--- config.mk ---
export PLATFORM = sky130hd
export DESIGN_NAME = marching_squares_cell_contour_unit
export DESIGN_NICKNAME = d
export VERILOG_FILES = /design/src/design/msq_pkg.sv /design/src/design/msq_lerp_lane.sv /design/src/design/marching_squares_cell_contour_unit.sv
export SDC_FILE = /design/constraint.sdc
export NUM_CORES = 2
export LEC_CHECK = 0
export BUFFER_PORTS_ARGS = -buffer_cell sky130_fd_sc_hd__buf_4
export CAP_MARGIN = 20
export CELL_PAD_IN_SITES_DETAIL_PLACEMENT = 2
export CELL_PAD_IN_SITES_GLOBAL_PLACEMENT = 2
export CORE_UTILIZATION = 48
export CTS_CLUSTER_SIZE = 40
export DETAILED_ROUTE_END_ITERATION = 6
export PLACE_DENSITY = 0.93
export SKIP_CTS_REPAIR_TIMING = 1
export SYNTH_ARGS = -nofsm -noshare
export SYNTH_HDL_FRONTEND = slang
export SYNTH_SLANG_ARGS = --single-unit
--- constraint.sdc ---
create_clock -name i_clk -period 128.5 [get_ports i_clk]
set_input_delay 25.7 -clock i_clk [delete_from_list [all_inputs] [get_ports i_clk]]
set_output_delay 25.7 -clock i_clk [all_outputs]
set_load 0.02 [all_outputs]
--- src/design/msq_pkg.sv ---
`timescale 1ns / 1ps
// Package for the marching squares cell contour unit.
// Holds the per-case segment tables and shared types; depends on nothing.
package msq_pkg;

    localparam int WEIGHT_W = 16;
    localparam int CELL_W   = 10;
    localparam int COORD_W  = 11;
    localparam int CASE_W   = 4;

    localparam logic [1:0] EDGE_TOP    = 2'd0;
    localparam logic [1:0] EDGE_LEFT   = 2'd1;
    localparam logic [1:0] EDGE_BOTTOM = 2'd2;
    localparam logic [1:0] EDGE_RIGHT  = 2'd3;

    localparam logic [3:0] CASE_EMPTY = 4'b0000;
    localparam logic [3:0] CASE_FULL  = 4'b1111;
    localparam logic [3:0] CASE_SADDLE_A = 4'd6;
    localparam logic [3:0] CASE_SADDLE_B = 4'd9;

    typedef struct packed {
        logic [1:0] e1;
        logic [1:0] e2;
    } t_edge_pair;

    function automatic t_edge_pair seg_edges(input logic [3:0] idx, input logic second);
        t_edge_pair p;
        p = '{EDGE_TOP, EDGE_TOP};
        case (idx)
            4'd1, 4'd14: p = '{EDGE_TOP, EDGE_LEFT};
            4'd2, 4'd13: p = '{EDGE_TOP, EDGE_RIGHT};
            4'd3, 4'd12: p = '{EDGE_LEFT, EDGE_RIGHT};
            4'd4, 4'd11: p = '{EDGE_LEFT, EDGE_BOTTOM};
            4'd5, 4'd10: p = '{EDGE_TOP, EDGE_BOTTOM};
            CASE_SADDLE_A: p = second ? t_edge_pair'{EDGE_LEFT, EDGE_BOTTOM}
                                      : t_edge_pair'{EDGE_TOP, EDGE_RIGHT};
            4'd7, 4'd8: p = '{EDGE_BOTTOM, EDGE_RIGHT};
            CASE_SADDLE_B: p = second ? t_edge_pair'{EDGE_TOP, EDGE_LEFT}
                                      : t_edge_pair'{EDGE_BOTTOM, EDGE_RIGHT};
            default: p = '{EDGE_TOP, EDGE_TOP};
        endcase
        return p;
    endfunction

endpackage

--- src/design/msq_lerp_lane.sv ---
`timescale 1ns / 1ps
// One inverse-lerp lane: (iso - a) / (b - a) as a restoring divider, one
// quotient bit per stage. Depends on msq_pkg.
module msq_lerp_lane
    import msq_pkg::*;
#(
    parameter int FRAC_BITS = 10
) (
    input  logic                i_clk,
    input  logic                i_adv,
    input  logic [WEIGHT_W-1:0] i_a,
    input  logic [WEIGHT_W-1:0] i_b,
    input  logic [WEIGHT_W-1:0] i_iso,
    output logic [COORD_W-1:0]  o_t
);
    localparam int NS  = FRAC_BITS + 2;
    localparam int RW  = WEIGHT_W + 1;
    localparam int ONE = 1 << FRAC_BITS;

    logic [RW-1:0]        r_rem [NS];
    logic [WEIGHT_W-1:0]  r_den [NS];
    logic [FRAC_BITS-1:0] r_q   [NS];
    logic                 r_sat [NS];
    logic                 r_zero[NS];

    logic num_neg, den_neg;
    logic [WEIGHT_W-1:0] num0, den0;

    assign num_neg = i_iso < i_a;
    assign den_neg = i_b < i_a;
    assign num0 = num_neg ? i_a - i_iso : i_iso - i_a;
    assign den0 = den_neg ? i_a - i_b : i_b - i_a;

    always_ff @(posedge i_clk) begin
        if (i_adv) begin
            r_rem[0]  <= {1'b0, num0};
            r_den[0]  <= den0;
            r_q[0]    <= '0;
            r_sat[0]  <= 1'b0;
            r_zero[0] <= (i_a == i_b) || ((i_iso != i_a) && (num_neg != den_neg));
            // saturate when the crossing lies a whole edge or more away
            r_rem[1]  <= r_rem[0];
            r_den[1]  <= r_den[0];
            r_q[1]    <= r_q[0];
            r_sat[1]  <= r_sat[0] || (r_rem[0] >= {1'b0, r_den[0]});
            r_zero[1] <= r_zero[0];
            for (int s = 1; s < NS - 1; s++) begin
                if ({r_rem[s][RW-2:0], 1'b0} >= {1'b0, r_den[s]}) begin
                    r_rem[s+1] <= {r_rem[s][RW-2:0], 1'b0} - {1'b0, r_den[s]};
                    r_q[s+1]   <= {r_q[s][FRAC_BITS-2:0], 1'b1};
                end else begin
                    r_rem[s+1] <= {r_rem[s][RW-2:0], 1'b0};
                    r_q[s+1]   <= {r_q[s][FRAC_BITS-2:0], 1'b0};
                end
                r_den[s+1]  <= r_den[s];
                r_sat[s+1]  <= r_sat[s];
                r_zero[s+1] <= r_zero[s];
            end
        end
    end

    always_comb begin
        if (r_zero[NS-1]) o_t = '0;
        else if (r_sat[NS-1]) o_t = COORD_W'(ONE);
        else o_t = COORD_W'(r_q[NS-1]);
    end
endmodule

--- src/design/marching_squares_cell_contour_unit.sv ---
`timescale 1ns / 1ps
// Top level of the marching squares cell contour unit.
// Depends on msq_pkg and msq_lerp_lane.
//
// Usage:
//   Input channel: one cell per request (position and four Q8.8 corner
//   weights), taken when i_in_valid is high and o_in_stall is low.
//   Output channel: one segment per request, o_out_valid / i_out_stall.
//   Cells with all four corners on one side of the level, and cells on the
//   last row or column, give nothing; saddle cells give two segments, and
//   last_segment marks the final one.
//   i_iso_we writes the iso level (reset 256 = 1.0); the user is to write
//   it only while idle, which the block itself does not enforce. Four divider
//   lanes (one per cell edge) take one stage for the whole part and one
//   quotient bit per stage after it; an accepted cell passes the lane stages
//   and then the output register. One cell is taken per cycle while
//   o_in_stall is low; a saddle cell gives its two segments in turn and holds
//   the pipe until its first one is taken. Stalling a waiting segment freezes
//   the whole pipe, and o_in_stall follows i_out_stall in the same cycle.
//   Reset (synchronous, active low) empties the pipe and restores the level.
module marching_squares_cell_contour_unit
    import msq_pkg::*;
#(
    parameter int GRID_DIM  = 1024,
    parameter int FRAC_BITS = 10
) (
    input  logic                i_clk,
    input  logic                i_rst_n,
    input  logic                i_iso_we,
    input  logic [WEIGHT_W-1:0] i_iso_level,
    input  logic                i_in_valid,
    output logic                o_in_stall,
    input  logic [CELL_W-1:0]   i_cell_x,
    input  logic [CELL_W-1:0]   i_cell_y,
    input  logic [WEIGHT_W-1:0] i_weight_top_left,
    input  logic [WEIGHT_W-1:0] i_weight_top_right,
    input  logic [WEIGHT_W-1:0] i_weight_bottom_left,
    input  logic [WEIGHT_W-1:0] i_weight_bottom_right,
    output logic                o_out_valid,
    input  logic                i_out_stall,
    output logic [CELL_W-1:0]   o_seg_cell_x,
    output logic [CELL_W-1:0]   o_seg_cell_y,
    output logic [CASE_W-1:0]   o_case_index,
    output logic [COORD_W-1:0]  o_start_x,
    output logic [COORD_W-1:0]  o_start_z,
    output logic [COORD_W-1:0]  o_end_x,
    output logic [COORD_W-1:0]  o_end_z,
    output logic                o_last_segment
);
    localparam int LAT = FRAC_BITS + 2;

    logic [WEIGHT_W-1:0] r_iso;
    logic [COORD_W-1:0]  t [4];
    logic                adv;
    logic                inb;
    logic [3:0]          idx;

    logic             r_v    [LAT];
    logic [CELL_W-1:0] r_x   [LAT];
    logic [CELL_W-1:0] r_y   [LAT];
    logic [3:0]       r_idx  [LAT];

    logic             r_ov, r_osec;
    logic [CELL_W-1:0] r_ox, r_oy;
    logic [3:0]       r_oidx;
    logic [COORD_W-1:0] r_t [4];
    logic             hold2;
    logic [COORD_W-1:0] px [4], pz [4];
    t_edge_pair       ep;
    logic             saddle;

    assign saddle = r_oidx == CASE_SADDLE_A || r_oidx == CASE_SADDLE_B;
    // a saddle blocks the pipe while its first segment is shown
    assign hold2  = r_ov && saddle && !r_osec;
    assign adv    = !(r_ov && i_out_stall) && !hold2;
    assign o_in_stall = !adv;

    always_ff @(posedge i_clk) begin
        if (!i_rst_n) r_iso <= 16'd256;
        else if (i_iso_we) r_iso <= i_iso_level;
    end

    assign inb = (32'(i_cell_x) + 1 < GRID_DIM) && (32'(i_cell_y) + 1 < GRID_DIM);
    assign idx = {i_weight_bottom_right > r_iso, i_weight_bottom_left > r_iso,
                  i_weight_top_right > r_iso, i_weight_top_left > r_iso};

    msq_lerp_lane #(.FRAC_BITS(FRAC_BITS)) u_top (.i_clk, .i_adv(adv),
        .i_a(i_weight_top_left), .i_b(i_weight_top_right), .i_iso(r_iso), .o_t(t[0]));
    msq_lerp_lane #(.FRAC_BITS(FRAC_BITS)) u_left (.i_clk, .i_adv(adv),
        .i_a(i_weight_top_left), .i_b(i_weight_bottom_left), .i_iso(r_iso), .o_t(t[1]));
    msq_lerp_lane #(.FRAC_BITS(FRAC_BITS)) u_bot (.i_clk, .i_adv(adv),
        .i_a(i_weight_bottom_left), .i_b(i_weight_bottom_right), .i_iso(r_iso), .o_t(t[2]));
    msq_lerp_lane #(.FRAC_BITS(FRAC_BITS)) u_right (.i_clk, .i_adv(adv),
        .i_a(i_weight_top_right), .i_b(i_weight_bottom_right), .i_iso(r_iso), .o_t(t[3]));

    always_ff @(posedge i_clk) begin
        if (!i_rst_n) begin
            for (int s = 0; s < LAT; s++) r_v[s] <= 1'b0;
        end else if (adv) begin
            r_v[0] <= i_in_valid && inb && idx != CASE_EMPTY && idx != CASE_FULL;
            for (int s = 1; s < LAT; s++) r_v[s] <= r_v[s-1];
        end
        if (adv) begin
            r_x[0] <= i_cell_x;
            r_y[0] <= i_cell_y;
            r_idx[0] <= idx;
            for (int s = 1; s < LAT; s++) begin
                r_x[s] <= r_x[s-1];
                r_y[s] <= r_y[s-1];
                r_idx[s] <= r_idx[s-1];
            end
        end
    end

    // output register; merge the lanes per segment
    always_ff @(posedge i_clk) begin
        if (!i_rst_n) begin
            r_ov   <= 1'b0;
            r_osec <= 1'b0;
        end else if (hold2 && !i_out_stall) begin
            r_osec <= 1'b1;
        end else if (adv) begin
            r_ov   <= r_v[LAT-1];
            r_osec <= 1'b0;
        end
        if (adv) begin
            r_ox   <= r_x[LAT-1];
            r_oy   <= r_y[LAT-1];
            r_oidx <= r_idx[LAT-1];
            for (int e = 0; e < 4; e++) r_t[e] <= t[e];
        end
    end

    always_comb begin
        px[0] = r_t[0]; pz[0] = '0;
        px[1] = '0;     pz[1] = r_t[1];
        px[2] = r_t[2]; pz[2] = COORD_W'(1 << FRAC_BITS);
        px[3] = COORD_W'(1 << FRAC_BITS); pz[3] = r_t[3];
        ep = seg_edges(r_oidx, r_osec);
    end

    assign o_out_valid    = r_ov;
    assign o_seg_cell_x   = r_ox;
    assign o_seg_cell_y   = r_oy;
    assign o_case_index   = r_oidx;
    assign o_start_x      = px[ep.e1];
    assign o_start_z      = pz[ep.e1];
    assign o_end_x        = px[ep.e2];
    assign o_end_z        = pz[ep.e2];
    assign o_last_segment = !saddle || r_osec;
endmodule

==> metrics.txt <==
EDFF count, synth=2039; final wirelength=526000 um; Layout Nets=10483; die width=483 um; Max Transition Viols Final=0; Core Rows=176; gpl congestion=0.948; synth warn=0; R2R depth=10; fin cells=12636; area leader, netlist=edfxtp_1; DRT iter0 DRCs=10249; most common cell after layout, fill and taps aside=edfxtp_1; global-route wire length before repair=684000 um; area of the multi-input gates=roughly 45000 um^2; Clock Latency Late Sink=roughly 0.94 ns; library cells used by synthesis=between 90 and 100; Overflow after GRT=0; Inserted Clock Buffers=about 220; highest-count cells in the layout ignoring fill and taps=2039 x edfxtp_1, 978 x inv_1, 936 x ha_1; r2r startpoint=o_case_index[2]; Final Util=53.8%; drt first pass iters=6; Slew Limit Headroom=5.81%; crit end category=output pin; cell count after placement=around 12000; routed via count=around 88000; status=complete, no violations; GRT Total Usage=39.8%; hold wc startpoint=u_right.r_zero[0][3]; ratio of cells with drive above 1 in the final layout=9.89%; root buffer cell=clkbuf_16; total die area=roughly 230000 um^2; setup TNS=0 ns; IO Port Bufs=175; number of global-route vias before repair=92366; worst-margin pin slew=1.39 ns; # DRC=0; Syn Area/Cell=12.2 um^2; ys async rst share=0%; placed cell areas=116000 um^2; initial core utilization=about half; CTS tree=done; CP startpoint kind=input pin; WP data arrival=around 26 ns; worst slack, placed=~76 ns; vias per cell=6.98; Clock H-tree levels=4; core area=230000 um^2; Boundary Pins=176; Worst Clk Skew=0.110 ns; Max Cap Violations=0; final hold violations=0; register-to-register setup slack=roughly 120 ns; largest net degree at the start of global routing=196; Die Ht=483 um; required time of the critical path=just over 100 ns; Final setup viols=0; critical path class=in2out; post-synth net total=10204; filler cell count=21528; Yosys reg bits=2074; Final ANT Viol Nets=0; worst min-delay path class=reg2reg; RSZ-0062 raised after global routing=false; clock buffer depth=3; sequential area share after synthesis=55.7%; Sink Count=~2100; Fmax=19.2 MHz; WHS Path Cells=0; post-route clock period utilization=between 40% and 50%; Register Area=around 62000 um^2; PD cells=33.9 nW/um^2; dominant cells by area after synthesis=edfxtp_1 55%, ha_1 11%, inv_1 3.3%, mux2_2 2.8%, xnor2_1 2.6%; Mapped Area=~110000 um^2; Setup WS post-layout=between 70 and 80 ns; Avg WL per Cell=41.6 um; Worst R2R End=o_seg_cell_x[1]; Syn Inst Count=9113; HPWL Detailed=about 300000 um; Layout Area Growth over Synthesis=11.4%; Max FO, Critical Path=3; Hold Path End=u_right.r_zero[1][0]; Final Cell Area=124000 um^2; register clock-pin slew on the reported worst setup and hold paths=0.07 ns; Synth top area share=roughly 55%; Leak=52.2 nW; maximum vdd drop=0.0000198 V; Most used DFF post-synth=edfxtp_1; initial antenna violation count=between 40 and 50; Tmin final=52.03 ns
[power by group]
part / switching (mW) / internal, mW
clock network: 0.343 / 0.383
logic: 1.39 / 0.722
registers: 0.260 / 1.10
total: 1.99 / 2.20
[stage by stage]
step	total power [mW]	hold WS, ns
global route	4.23	0.380
global placement	2.63	0.401
floorplan	2.33	0.400
CTS	3.93	0.359
finish	4.20	0.371
detailed placement	3.00	0.405
[critical path: stages]
cell and delay (ns):
buf_4 0.14, o21a_4 0.27, buf_4 0.21
[cell type report]
cell class	count	area share (%)
clock buffers	288	4.79
multi-input cells	5874	36.2
well taps	3026	3.06
diodes	24	0.0485
flip-flops and latches	2074	50.0
clock inverters	131	1.25
inverters	980	2.98
repair buffers	239	1.65
[Yosys cell counts (33+ instances only)]
master / instances
a211oi_1: 36
a21boi_0: 68
a21o_1: 340
a21oi_1: 521
a31oi_1: 105
and2_1: 100
and3_1: 39
buf_2: 44
clkbuf_1: 120
dfxtp_1: 35
edfxtp_1: 2039
fa_1: 50
ha_1: 936
inv_1: 979
mux2_2: 281
mux2i_1: 145
nand2_1: 528
nand2b_1: 89
nand3_1: 153
nand4_1: 93
nor2_1: 463
nor2b_1: 141
nor3_1: 141
o21a_1: 92
o21ai_0: 399
o21bai_1: 52
o31ai_1: 58
o41ai_1: 33
xnor2_1: 326
xor2_1: 216
[how the worst max path moves through the flow]
stage	startpoint	endpoint	cells past startpoint
2_1_floorplan	i_out_stall	u_bot.r_rem[4][0]	7
3_3_place_gp	i_out_stall	o_in_stall	3
3_5_place_dp	i_out_stall	o_in_stall	3
4_1_cts	i_out_stall	o_in_stall	3
5_1_grt	i_out_stall	o_in_stall	3
6_report	i_out_stall	o_in_stall	3
[flip-flops by register name, summed over array words and instances (netlist names), 144 cells and up]
name and cells:
u_bot.r_den 176, u_bot.r_rem 176, u_left.r_den 176, u_left.r_rem 144
u_right.r_den 176, u_right.r_rem 176, u_top.r_den 176, u_top.r_rem 176
[cell families (layout without fill, tap and decap cells)]
kind of cell	count (synthesis)	after routing	share of synthesized area, %
other	0	24	0
buffers and inverters	1165	1638	4.03
AND/OR/NAND/NOR	1916	1916	8.50
flip-flops	2074	2074	55.7
AO/OA/AOI/OAI	1979	1979	11.6
adder cells (fa/ha/maj)	986	986	11.4
multiplexers	451	451	4.43
XOR/XNOR	542	542	4.27
[routing by layer]
| metal | vias to the layer above | wire length, um | GRT usage (%) | part of all wire [%] |
|---|---|---|---|---|
| met5 | - | 246 | 0 | 0.047 |
| met4 | 38 | 55500 | 27.5 | 11 |
| met3 | 2912 | 40000 | 6.63 | 7.6 |
| met2 | 6852 | 256000 | 70.9 | 49 |
| met1 | 44421 | 175000 | 43.0 | 33 |
| li1 | 33918 | - | - | - |
Power figures use the tool's default switching activity.
